--- config.mk ---
export PLATFORM = sky130hd
export DESIGN_NAME = touch_baseline_step_counter
export DESIGN_NICKNAME = d
export VERILOG_FILES = /design/src/rtl/tbsc_pkg.sv /design/src/rtl/touch_baseline_step_counter.sv /design/src/rtl/tbsc_seq.sv
export SDC_FILE = /design/constraint.sdc
export NUM_CORES = 2
export LEC_CHECK = 0
export BUFFER_PORTS_ARGS = -buffer_cell sky130_fd_sc_hd__buf_2
export CAP_MARGIN = 20
export CORE_MARGIN = 2
export CORE_UTILIZATION = 55
export CTS_BUF_LIST = sky130_fd_sc_hd__clkbuf_4 sky130_fd_sc_hd__clkbuf_8
export DETAILED_ROUTE_END_ITERATION = 6
export PLACE_DENSITY = 0.78
export SYNTH_ARGS = -nofsm -noshare
export SYNTH_HDL_FRONTEND = slang
export SYNTH_HIERARCHICAL = 1
export SYNTH_SLANG_ARGS = --single-unit
--- constraint.sdc ---
create_clock -name clk -period 15.6 [get_ports clk]
set_input_delay 2.34 -clock clk [delete_from_list [all_inputs] [get_ports clk]]
set_output_delay 2.34 -clock clk [all_outputs]
set_load 0.005 [all_outputs]
--- src/rtl/tbsc_pkg.sv ---
// shared constants, control word and status types for the touch baseline step counter
`default_nettype none

package tbsc_pkg;

    // calibration window: a power of two so the mean and variance scale by shifts
    localparam int CAL_LOG2    = 9;
    localparam int CAL_SAMPLES = 1 << CAL_LOG2;

    // field widths
    localparam int SMP_W = 16;
    localparam int CNT_W = 8;

    // accumulator and datapath widths
    localparam int IDX_W     = CAL_LOG2 + 1;
    localparam int SUM_W     = SMP_W + CAL_LOG2;
    localparam int QSUM_W    = 2 * SMP_W + CAL_LOG2;
    localparam int DIFF_W    = 2 * SUM_W;
    localparam int RAD_SHIFT = 2 * CAL_LOG2 - 8;
    localparam int RAD_W     = DIFF_W - RAD_SHIFT;
    localparam int SQRT_W    = RAD_W / 2;
    localparam int ITER_W    = $clog2(SQRT_W);

    // microprogram counter width
    localparam int PC_W = 4;

    // datapath operation selected by each control word
    typedef enum logic [3:0] {
        DP_NOP,
        DP_CAPTURE,
        DP_SQUARE,
        DP_ACCUM,
        DP_SUMSQ,
        DP_DIFF,
        DP_SQRT_STEP,
        DP_FINISH,
        DP_COUNT,
        DP_OUTPUT
    } tbsc_dp_op_t;

    // jump condition: taken goes to target, otherwise to the next word
    typedef enum logic [2:0] {
        C_NEVER,
        C_ALWAYS,
        C_NO_REQ,
        C_COUNT_OP,
        C_NOT_FULL,
        C_ITER_MORE,
        C_OUT_BUSY
    } tbsc_cond_t;

    // one word of the control store
    typedef struct packed {
        tbsc_dp_op_t     op;
        tbsc_cond_t      cond;
        logic [PC_W-1:0] target;
        logic            in_ready;
    } tbsc_ctrl_t;

    // datapath flags seen by the sequencer
    typedef struct packed {
        logic req;
        logic count_op;
        logic idx_full;
        logic iter_more;
        logic out_busy;
    } tbsc_status_t;

endpackage

`default_nettype wire

--- src/rtl/touch_baseline_step_counter.sv ---
// Touch baseline step counter: calibration statistics and person counting.
// Steps: count request: wait, branch, count, output. Calibration request: wait,
// branch, square, accumulate, output; the request that completes the window runs
// sum-square, difference, the 20-step square root and finish before output.
// Requests are taken only in the wait step; the output step holds while stalled.
// Reset: asynchronous active low; count 0, baseline 65535, threshold 0, not calibrated.
`default_nettype none

module touch_baseline_step_counter (
    input  wire                          clk,
    input  wire                          rst_n,
    input  wire                          in_valid,
    output logic                         in_stall,
    input  wire                          operation,
    input  wire [tbsc_pkg::SMP_W-1:0]    sample,
    output logic                         out_valid,
    input  wire                          out_stall,
    output logic [tbsc_pkg::CNT_W-1:0]   person_count,
    output logic                         calibrated,
    output logic [tbsc_pkg::SMP_W-1:0]   baseline,
    output logic [tbsc_pkg::SMP_W-1:0]   noise_threshold
);
    import tbsc_pkg::*;

    tbsc_ctrl_t   ctrl;
    tbsc_status_t status;

    // architectural state
    logic [CNT_W-1:0]  count_reg,      count_next;
    logic [SMP_W-1:0]  last_reg,       last_next;
    logic              last_valid_reg, last_valid_next;
    logic [SMP_W-1:0]  baseline_reg,   baseline_next;
    logic [SMP_W-1:0]  threshold_reg,  threshold_next;
    logic [SUM_W-1:0]  sum_reg,        sum_next;
    logic [QSUM_W-1:0] qsum_reg,       qsum_next;
    logic [IDX_W-1:0]  idx_reg,        idx_next;
    logic              cal_done_reg,   cal_done_next;
    logic              out_valid_reg,  out_valid_next;

    // working registers
    logic              op_reg,         op_next;
    logic [SMP_W-1:0]  smp_reg,        smp_next;
    logic [DIFF_W-1:0] prod_reg,       prod_next;
    logic [RAD_W-1:0]  rem_reg,        rem_next;
    logic [RAD_W-1:0]  res_reg,        res_next;
    logic [RAD_W-1:0]  bit_reg,        bit_next;
    logic [ITER_W-1:0] iter_reg,       iter_next;

    // result register
    logic [CNT_W-1:0]  out_count_reg,  out_count_next;
    logic              out_cal_reg,    out_cal_next;
    logic [SMP_W-1:0]  out_base_reg,   out_base_next;
    logic [SMP_W-1:0]  out_thr_reg,    out_thr_next;

    // arithmetic
    logic [2*SMP_W-1:0]  smp_sq;
    logic [DIFF_W-1:0]   sum_sq;
    logic [DIFF_W-1:0]   nq;
    logic [DIFF_W-1:0]   diff;
    logic [SUM_W+1:0]    base_sum;
    logic [SMP_W:0]      base_q;
    logic [RAD_W-1:0]    trial;
    logic [SQRT_W+1:0]   thr3;
    logic [SQRT_W-4:0]   thr_q;
    logic [SMP_W:0]      x_ext;
    logic [SMP_W:0]      x_plus_th;
    logic [SMP_W:0]      last_plus_th;
    logic                near_base;
    logic                rise;
    logic                drop;
    logic                out_busy;

    // sequencer
    tbsc_seq u_seq (
        .clk    (clk),
        .rst_n  (rst_n),
        .status (status),
        .ctrl   (ctrl)
    );

    // flags for the jump conditions
    assign out_busy = out_valid_reg && out_stall;
    always_comb
    begin
        status.req       = in_valid;
        status.count_op  = op_reg;
        status.idx_full  = (idx_reg == IDX_W'(CAL_SAMPLES));
        status.iter_more = (iter_reg != '0);
        status.out_busy  = out_busy;
    end

    // multipliers, both feed prod_reg
    assign smp_sq = (2*SMP_W)'(smp_reg) * (2*SMP_W)'(smp_reg);
    assign sum_sq = DIFF_W'(sum_reg) * DIFF_W'(sum_reg);

    // n*q - s*s clamped at zero, then scaled to 256 * variance
    assign nq   = {qsum_reg, {CAL_LOG2{1'b0}}};
    assign diff = (nq > prod_reg) ? (nq - prod_reg) : '0;

    // rounded mean
    assign base_sum = {1'b0, sum_reg, 1'b0} + (SUM_W+2)'(CAL_SAMPLES);
    assign base_q   = base_sum[SUM_W+1:CAL_LOG2+1];

    // one restoring square root step
    assign trial = res_reg + bit_reg;

    // ceil(3 * sigma_q4 / 32)
    assign thr3  = {1'b0, res_reg[SQRT_W-1:0], 1'b0} + (SQRT_W+2)'(res_reg[SQRT_W-1:0])
                 + (SQRT_W+2)'(31);
    assign thr_q = thr3[SQRT_W+1:5];

    // count comparisons without wrap
    assign x_ext        = {1'b0, smp_reg};
    assign x_plus_th    = x_ext + {1'b0, threshold_reg};
    assign last_plus_th = {1'b0, last_reg} + {1'b0, threshold_reg};
    assign near_base    = x_plus_th > {1'b0, baseline_reg};
    assign rise         = x_ext > last_plus_th;
    assign drop         = x_plus_th < {1'b0, last_reg};

    // datapath operation decode
    always_comb
    begin
        count_next      = count_reg;
        last_next       = last_reg;
        last_valid_next = last_valid_reg;
        baseline_next   = baseline_reg;
        threshold_next  = threshold_reg;
        sum_next        = sum_reg;
        qsum_next       = qsum_reg;
        idx_next        = idx_reg;
        cal_done_next   = cal_done_reg;
        out_valid_next  = out_valid_reg && out_stall;
        op_next         = op_reg;
        smp_next        = smp_reg;
        prod_next       = prod_reg;
        rem_next        = rem_reg;
        res_next        = res_reg;
        bit_next        = bit_reg;
        iter_next       = iter_reg;
        out_count_next  = out_count_reg;
        out_cal_next    = out_cal_reg;
        out_base_next   = out_base_reg;
        out_thr_next    = out_thr_reg;

        unique case (ctrl.op)
            DP_NOP:
            begin
            end
            DP_CAPTURE:
            begin
                if (in_valid)
                begin
                    op_next  = operation;
                    smp_next = sample;
                end
            end
            DP_SQUARE:
            begin
                prod_next = DIFF_W'(smp_sq);
                sum_next  = sum_reg + SUM_W'(smp_reg);
                idx_next  = idx_reg + 1'b1;
            end
            DP_ACCUM:
            begin
                qsum_next = qsum_reg + QSUM_W'(prod_reg[2*SMP_W-1:0]);
            end
            DP_SUMSQ:
            begin
                prod_next = sum_sq;
            end
            DP_DIFF:
            begin
                rem_next      = diff[DIFF_W-1:RAD_SHIFT];
                res_next      = '0;
                bit_next      = RAD_W'(1) << (RAD_W - 2);
                iter_next     = ITER_W'(SQRT_W - 1);
                baseline_next = base_q[SMP_W] ? {SMP_W{1'b1}} : base_q[SMP_W-1:0];
            end
            DP_SQRT_STEP:
            begin
                if (rem_reg >= trial)
                begin
                    rem_next = rem_reg - trial;
                    res_next = (res_reg >> 1) + bit_reg;
                end
                else
                begin
                    res_next = res_reg >> 1;
                end
                bit_next  = bit_reg >> 2;
                iter_next = iter_reg - 1'b1;
            end
            DP_FINISH:
            begin
                threshold_next  = (thr_q > (SQRT_W-3)'({SMP_W{1'b1}})) ? {SMP_W{1'b1}}
                                                                     : thr_q[SMP_W-1:0];
                sum_next        = '0;
                qsum_next       = '0;
                idx_next        = '0;
                cal_done_next   = 1'b1;
                last_valid_next = 1'b0;
            end
            DP_COUNT:
            begin
                if (!last_valid_reg)
                begin
                    last_valid_next = 1'b1;
                end
                else if (near_base)
                begin
                    count_next = '0;
                end
                else if (rise)
                begin
                    if (count_reg != '0)
                    begin
                        count_next = count_reg - 1'b1;
                    end
                end
                else if (drop)
                begin
                    if (count_reg != {CNT_W{1'b1}})
                    begin
                        count_next = count_reg + 1'b1;
                    end
                end
                last_next = smp_reg;
            end
            DP_OUTPUT:
            begin
                if (!out_busy)
                begin
                    out_valid_next = 1'b1;
                    out_count_next = count_reg;
                    out_cal_next   = cal_done_reg;
                    out_base_next  = baseline_reg;
                    out_thr_next   = threshold_reg;
                end
            end
            default:
            begin
            end
        endcase
    end

    // control and architectural state
    always_ff @(posedge clk or negedge rst_n)
    begin
        if (!rst_n)
        begin
            count_reg      <= '0;
            last_reg       <= '0;
            last_valid_reg <= 1'b0;
            baseline_reg   <= {SMP_W{1'b1}};
            threshold_reg  <= '0;
            sum_reg        <= '0;
            qsum_reg       <= '0;
            idx_reg        <= '0;
            cal_done_reg   <= 1'b0;
            out_valid_reg  <= 1'b0;
        end
        else
        begin
            count_reg      <= count_next;
            last_reg       <= last_next;
            last_valid_reg <= last_valid_next;
            baseline_reg   <= baseline_next;
            threshold_reg  <= threshold_next;
            sum_reg        <= sum_next;
            qsum_reg       <= qsum_next;
            idx_reg        <= idx_next;
            cal_done_reg   <= cal_done_next;
            out_valid_reg  <= out_valid_next;
        end
    end

    // working and result payload
    always_ff @(posedge clk)
    begin
        op_reg        <= op_next;
        smp_reg       <= smp_next;
        prod_reg      <= prod_next;
        rem_reg       <= rem_next;
        res_reg       <= res_next;
        bit_reg       <= bit_next;
        iter_reg      <= iter_next;
        out_count_reg <= out_count_next;
        out_cal_reg   <= out_cal_next;
        out_base_reg  <= out_base_next;
        out_thr_reg   <= out_thr_next;
    end

    // ports
    assign in_stall        = !ctrl.in_ready;
    assign out_valid       = out_valid_reg;
    assign person_count    = out_count_reg;
    assign calibrated      = out_cal_reg;
    assign baseline        = out_base_reg;
    assign noise_threshold = out_thr_reg;

    // window index never passes the window size
    a_idx_range: assert property (@(posedge clk) disable iff (!rst_n)
        idx_reg <= IDX_W'(CAL_SAMPLES))
        else $error("calibration index beyond window");

    // threshold moves only at the finishing step
    a_thr_stable: assert property (@(posedge clk) disable iff (!rst_n)
        ctrl.op != DP_FINISH |=> $stable(threshold_reg))
        else $error("threshold changed outside finishing step");

    // count moves only at the count step
    a_count_stable: assert property (@(posedge clk) disable iff (!rst_n)
        ctrl.op != DP_COUNT |=> $stable(count_reg))
        else $error("count changed outside count step");

    // a new result appears only from the output step
    a_out_source: assert property (@(posedge clk) disable iff (!rst_n)
        $rose(out_valid_reg) |-> $past(ctrl.op == DP_OUTPUT))
        else $error("result raised outside output step");

endmodule

`default_nettype wire

--- src/rtl/tbsc_seq.sv ---
// microprogram sequencer: step counter, control store and jump logic
`default_nettype none

module tbsc_seq (
    input  wire                   clk,
    input  wire                   rst_n,
    input  tbsc_pkg::tbsc_status_t status,
    output tbsc_pkg::tbsc_ctrl_t   ctrl
);
    import tbsc_pkg::*;

    // step addresses
    localparam logic [PC_W-1:0] PC_WAIT   = PC_W'(0);
    localparam logic [PC_W-1:0] PC_BRANCH = PC_W'(1);
    localparam logic [PC_W-1:0] PC_SQUARE = PC_W'(2);
    localparam logic [PC_W-1:0] PC_ACCUM  = PC_W'(3);
    localparam logic [PC_W-1:0] PC_SUMSQ  = PC_W'(4);
    localparam logic [PC_W-1:0] PC_DIFF   = PC_W'(5);
    localparam logic [PC_W-1:0] PC_SQRT   = PC_W'(6);
    localparam logic [PC_W-1:0] PC_FINISH = PC_W'(7);
    localparam logic [PC_W-1:0] PC_COUNT  = PC_W'(8);
    // last word of the store: its fall-through wraps to the wait step
    localparam logic [PC_W-1:0] PC_OUT    = PC_W'((1 << PC_W) - 1);

    logic [PC_W-1:0] pc_reg;
    logic [PC_W-1:0] pc_next;
    logic            taken;

    // control store
    function automatic tbsc_ctrl_t ucode(input logic [PC_W-1:0] pc);
        tbsc_ctrl_t w;
        begin
            w = '{op: DP_NOP, cond: C_ALWAYS, target: PC_WAIT, in_ready: 1'b0};
            unique case (pc)
                PC_WAIT:   w = '{DP_CAPTURE,   C_NO_REQ,    PC_WAIT,   1'b1};
                PC_BRANCH: w = '{DP_NOP,       C_COUNT_OP,  PC_COUNT,  1'b0};
                PC_SQUARE: w = '{DP_SQUARE,    C_NEVER,     PC_WAIT,   1'b0};
                PC_ACCUM:  w = '{DP_ACCUM,     C_NOT_FULL,  PC_OUT,    1'b0};
                PC_SUMSQ:  w = '{DP_SUMSQ,     C_NEVER,     PC_WAIT,   1'b0};
                PC_DIFF:   w = '{DP_DIFF,      C_NEVER,     PC_WAIT,   1'b0};
                PC_SQRT:   w = '{DP_SQRT_STEP, C_ITER_MORE, PC_SQRT,   1'b0};
                PC_FINISH: w = '{DP_FINISH,    C_ALWAYS,    PC_OUT,    1'b0};
                PC_COUNT:  w = '{DP_COUNT,     C_ALWAYS,    PC_OUT,    1'b0};
                PC_OUT:    w = '{DP_OUTPUT,    C_OUT_BUSY,  PC_OUT,    1'b0};
                default:   w = '{DP_NOP,       C_ALWAYS,    PC_WAIT,   1'b0};
            endcase
            return w;
        end
    endfunction

    // fetch
    assign ctrl = ucode(pc_reg);

    // jump condition select
    always_comb
    begin
        case (ctrl.cond)
            C_NEVER:     taken = 1'b0;
            C_ALWAYS:    taken = 1'b1;
            C_NO_REQ:    taken = !status.req;
            C_COUNT_OP:  taken = status.count_op;
            C_NOT_FULL:  taken = !status.idx_full;
            C_ITER_MORE: taken = status.iter_more;
            C_OUT_BUSY:  taken = status.out_busy;
            default:     taken = 1'b0;
        endcase
    end

    // next step address
    always_comb
    begin
        pc_next = taken ? ctrl.target : pc_reg + 1'b1;
    end

    // step counter
    always_ff @(posedge clk or negedge rst_n)
    begin
        if (!rst_n)
        begin
            pc_reg <= PC_WAIT;
        end
        else
        begin
            pc_reg <= pc_next;
        end
    end

    // the wait step is the only one that takes a request
    a_ready_only_wait: assert property (@(posedge clk) disable iff (!rst_n)
        ctrl.in_ready |-> (pc_reg == PC_WAIT))
        else $error("ready outside the wait step");

    // the square root loop leaves only to the finishing step
    a_sqrt_exit: assert property (@(posedge clk) disable iff (!rst_n)
        (pc_reg == PC_SQRT) && !status.iter_more |=> (pc_reg == PC_FINISH))
        else $error("square root loop left to the wrong step");

    // the output step holds while the result register is occupied
    a_out_hold: assert property (@(posedge clk) disable iff (!rst_n)
        (pc_reg == PC_OUT) && status.out_busy |=> (pc_reg == PC_OUT))
        else $error("output step left while result register busy");

endmodule

`default_nettype wire

[Word level (Yosys, flattened, before mapping)]
Memories as Yosys holds them, arrays and structs flattened.
Index checks and enable logic that the tools add are counted.
W data, S select, Z words.
Word-level totals
  register bits after elaboration: 372
  logic and storage cells: 106
  output and inout bits: 43
  ROM bits: 192
  input port bits: 21
  memories kept: 1
Cells by class
  reduce and logical (&&, ||, !) cells: 17
  muxes and demuxes: 22
  eq/ne operators: 19
  order comparisons: 6
  bitwise gates (word level): 1
  add/subtract/negate cells: 16
  $mul: 2
Memories
  (no name shown): depth 16, bits a word 12, rd ports 1, clocked after Yosys merged registers in 0, wr ports 0, line tbsc_seq.sv:34  | unique case (pc)
Operators by type and width (count)
  $pmux W40 S2: 3
  $pmux W50 S2: 1
  $pmux W41 S2: 1
  $mux W40: 2
  $gt A50 B50 Y1: 1
  $mul A25 B25 Y50: 1
  $mux W50: 1
  $pmux W25 S2: 1
  $sub A50 B50 Y50: 1
  $add A41 B32 Y41: 1
  $add A39 B40 Y40: 1
  $add A40 B40 Y40: 1
  $ge A40 B40 Y1: 1
  $mux W8: 5
  $sub A40 B40 Y40: 1
  $add A16 B16 Y17: 2
  $mul A16 B16 Y32: 1
  $mux W16: 2
  $add A26 B10 Y27 const B: 1
  $add A25 B16 Y25: 1
  $add A21 B20 Y22: 1
  $add A22 B5 Y22 const B: 1
  $pmux W10 S2: 1
  $gt A16 B17 Y1: 1
  33 further kinds: 50

[Logic depth before layout (Yosys ltp)]
  depth after elaboration: 5
  depth in mapped cells: 29
  mapped depth without buffers: 29

[Hierarchy]
The synthesis kept the hierarchy.
Modules (own cells, without submodules)
  touch_baseline_step_counter: cells an instance 5581, sequential area each 9764.4 sq um, area each 51239.1 sq um, times used 1
  tbsc_seq: cells an instance 61, sequential area each 100.1 sq um, area each 543.0 sq um, times used 1

[Least setup slack after synthesis]
Ideal clock, no wire load.
  kind: register -> register
  from: register sum_reg[15]
  to: register prod_reg[43], data pin
  clock period less this slack: 7.432 ns
  data required time: 15.334 ns
  arrival: 7.166 ns
  setup time: 0.266 ns
  stages on the path, launching flop included: 29
  buffers on the path: 2
  slack: 8.168 ns
  cells stage by stage: dfrtp_1 > clkbuf_1 > clkbuf_1 > nand2_1 > fa_1 > inv_1 > fa_1 > inv_1 > fa_1 > inv_1 > fa_1 > inv_1 > fa_1 > inv_1 > fa_1 > inv_1 > fa_1 > inv_1 > ha_1 > and3_1 > a221o_1 > a211oi_2 > a211oi_1 > a2111oi_4 > o31ai_4 > a21o_4 > a31oi_4 > xor2_1 > nor2_1
Between the ends
  longest elaborated chain between the ends: 2
Ends and longest elaborated chain
  start: declaration: line touch_baseline_step_counter.sv:34  | logic [SUM_W-1:0] sum_reg, sum_next;
  start signal: assignment: line touch_baseline_step_counter.sv:269  | sum_reg <= sum_next;
  $mul A25 B25 Y50: line touch_baseline_step_counter.sv:94  | assign sum_sq = DIFF_W'(sum_reg) * DIFF_W'(sum_reg);
  $pmux W50 S2: line touch_baseline_step_counter.sv:145  | unique case (ctrl.op)
  end signal: assignment: line touch_baseline_step_counter.sv:282  | prod_reg <= prod_next;
  end: declaration: line touch_baseline_step_counter.sv:43  | logic [DIFF_W-1:0] prod_reg, prod_next;
No other way between the ends.
A chain may end at the register's enable or synchronous reset.

[Worst setup path in the final report]
  from: register sum_reg[11]
  to: register prod_reg[49], data pin
Same word-level chain as after synthesis.

==> flow_metrics.tcl <==
set metrics [dict create \
    setup-violations-final 0 \
    number_of_buffers_added_by_the_clock_tree_synthesis_step 61 \
    syn-num-nets 6881 \
    timing.final.hold_violations 0 \
    maxSlewHeadroom_pct 37.5 \
    ant_nets 0 \
    worstSetupPathType "reg2reg" \
    critical_path_arrival_ns 8.48 \
    cts_setup_buffers 0 \
    count_of_mapped_cells_out_of_synthesis 5639 \
    cts_hold_buf 0 \
    drt_first_iter_violations 3570 \
    maximum_level_of_the_cts_h_tree 2 \
    fp-row-count 112 \
    grt_start_max_net_pins 84 \
    finalSetupTns_ns 0 \
    route.detailed.drc 0 \
    top_signal_layer_used "met5" \
    tritoncts_num_sinks 351 \
    hold_path.class "reg2reg" \
    grt_first_pass_wirelength_um 219000 \
    syn_avg_cell_area_um2 9.18 \
    clk_pin_slew_worst_paths_ns 0.07 \
    crit_path_frequent_cell "fa_1" \
    antenna_found_initial 4 \
    insertion_delay_ns 0.71 \
    drt-total-wl_um 136000 \
    dpl.hpwl_um 106000 \
    fin_crit_ns 8.04 \
    status "finished, final reports clean" \
    cp_slowest_stage_delay_ns 0.54 \
    globalplace.congestion 0.961 \
    max_root_sink_buffers 3 \
    largest_reg_flops 49 \
    maxCapViolations 0 \
    floorplan.die_area_um2 96600 \
    grt_setup_unrepaired "false" \
    die_height_um 311 \
    met1Wirelength_um 54300 \
    routed-via-count 40374 \
    routed_wirelength_normalized_by_instance_count_um 19.5 \
    timing.critical_path.from_type "register" \
    clockRootBuffer "clkbuf_8" \
    met3_wirelength_um 10700 \
    synth-warning-count 6 \
    via_count_of_the_first_global_routing_pass 41485 \
    timing.final.max_slew_violations 0 \
    crit_slowest_cell "fa_1" \
    tritoncts "yes" \
    num-nets-final 6892 \
    wl_met2_um 64500 \
    design.core.area_um2 93300 \
    area_growth_pct 5.99 \
    worstSetupEndpointType "register" \
    port_buffers 63 \
    total_of_cells_resized_after_clock_tree_synthesis 0 \
    viasPerCell 5.80 \
    worst_setup_skew_after_layout_ns 0.0262 \
    num_io_pins 64 \
    post_route_cells_drive_above_1_share_pct 6.00 \
    drt_pass1_iterations 6 \
    timing_worst_slew_pin_value_ns 0.938 \
    start_util_pct 55.5 \
    syn_area_um2 51800 \
    cp_data_required_time_ns 16.04 \
    timing.final.crit_share_pct 51.5 \
    grt.total_usage_pct 28.2 \
    max_freq_ghz 0.124 \
    die_w_um 311 \
    worst-path-max-fanout 24 \
    grt_overflow_total 0 \
]
## layout by cell type, fill, tap and decap left out, types with 29 or more instances in the layout
| cell type | n |
|---|---|
| a211oi_1 | 49 |
| a21o_1 | 149 |
| a21oi_1 | 289 |
| a22o_1 | 30 |
| a31oi_1 | 58 |
| and2_1 | 192 |
| and3_1 | 32 |
| buf_2 | 62 |
| buf_4 | 54 |
| clkbuf_8 | 64 |
| dfrtp_1 | 123 |
| edfxtp_1 | 212 |
| fa_1 | 635 |
| ha_1 | 586 |
| inv_1 | 1079 |
| nand2_1 | 476 |
| nand2b_1 | 34 |
| nand3_1 | 67 |
| nand4_1 | 38 |
| nor2_1 | 298 |
| nor2b_1 | 56 |
| nor3_1 | 53 |
| o21a_1 | 32 |
| o21ai_0 | 186 |
| o21bai_1 | 47 |
| o22ai_1 | 41 |
| o31ai_1 | 29 |
| or3_1 | 31 |
| xnor2_1 | 182 |
| xor2_1 | 155 |
## per-layer routing
metal / up-vias / GRT usage [%]
met5: - / 0
met4: 2 / 11.8
met3: 335 / 4.72
met2: 1506 / 47.3
met1: 19921 / 36.3
li1: 18610 / -
## path summary, 6_finish.rpt
| kind | start | end | slack, ns | depth (start not counted) |
|---|---|---|---|---|
| min in group asynchronous | rst_n | u_seq/pc_reg[0]$_DFF_PN0_ | 1.68 | 1 |
| max reg2reg | sum_reg[11]$_DFFE_PN0P_ | prod_reg[49]$_SDFFCE_PN0P_ | 7.56 | 25 |
| min reg2reg | cal_done_reg$_DFFE_PN0P_ | calibrated$_DFFE_PP_ | 0.45 | 0 |
| max in group asynchronous | rst_n | qsum_reg[34]$_DFFE_PN0P_ | 12.52 | 2 |
| min | cal_done_reg$_DFFE_PN0P_ | calibrated$_DFFE_PP_ | 0.45 | 0 |
| max | sum_reg[11]$_DFFE_PN0P_ | prod_reg[49]$_SDFFCE_PN0P_ | 7.56 | 25 |
## metrics by stage
step / util, % / worst slack, ns / cell area [µm²] / hold slack, ns / std cells
after floorplan: - / 8.17 / 51800 / 0.416 / 5639
after global placement: 57.2 / 7.48 / 53400 / 0.429 / 6836
after detailed placement: 57.2 / 7.26 / 53400 / 0.440 / 6836
after CTS: 58.6 / 7.31 / 54700 / 0.454 / 6949
after global routing: 58.8 / 7.23 / 54900 / 0.467 / 6955
final: 58.8 / 7.56 / 54900 / 0.453 / 6957
## critical path, delay by kind of cell, from the launching register on
family | cells | cell delay [ns]
flops | 1 | 0.33
simple gates | 2 | 0.45
fa+ha+maj | 8 | 3.75
xor+xnor | 1 | 0.20
buf+inv | 6 | 1.03
compound gates | 8 | 1.98
## final cells by class
type / instances / area [µm²]
clock buffers: 81 / 1010
inverters: 1082 / 4060
diodes: 3 / 7.51
clock inverters: 32 / 308
flip-flops and latches: 351 / 9860
fillers: 7944 / 38500
repair buffers: 122 / 850
multi-input cells: 4032 / 37200
well taps: 1254 / 1570
Power is not shown: default switching activity piles up to over one toggle a cycle in this logic, so the estimate is an artifact.
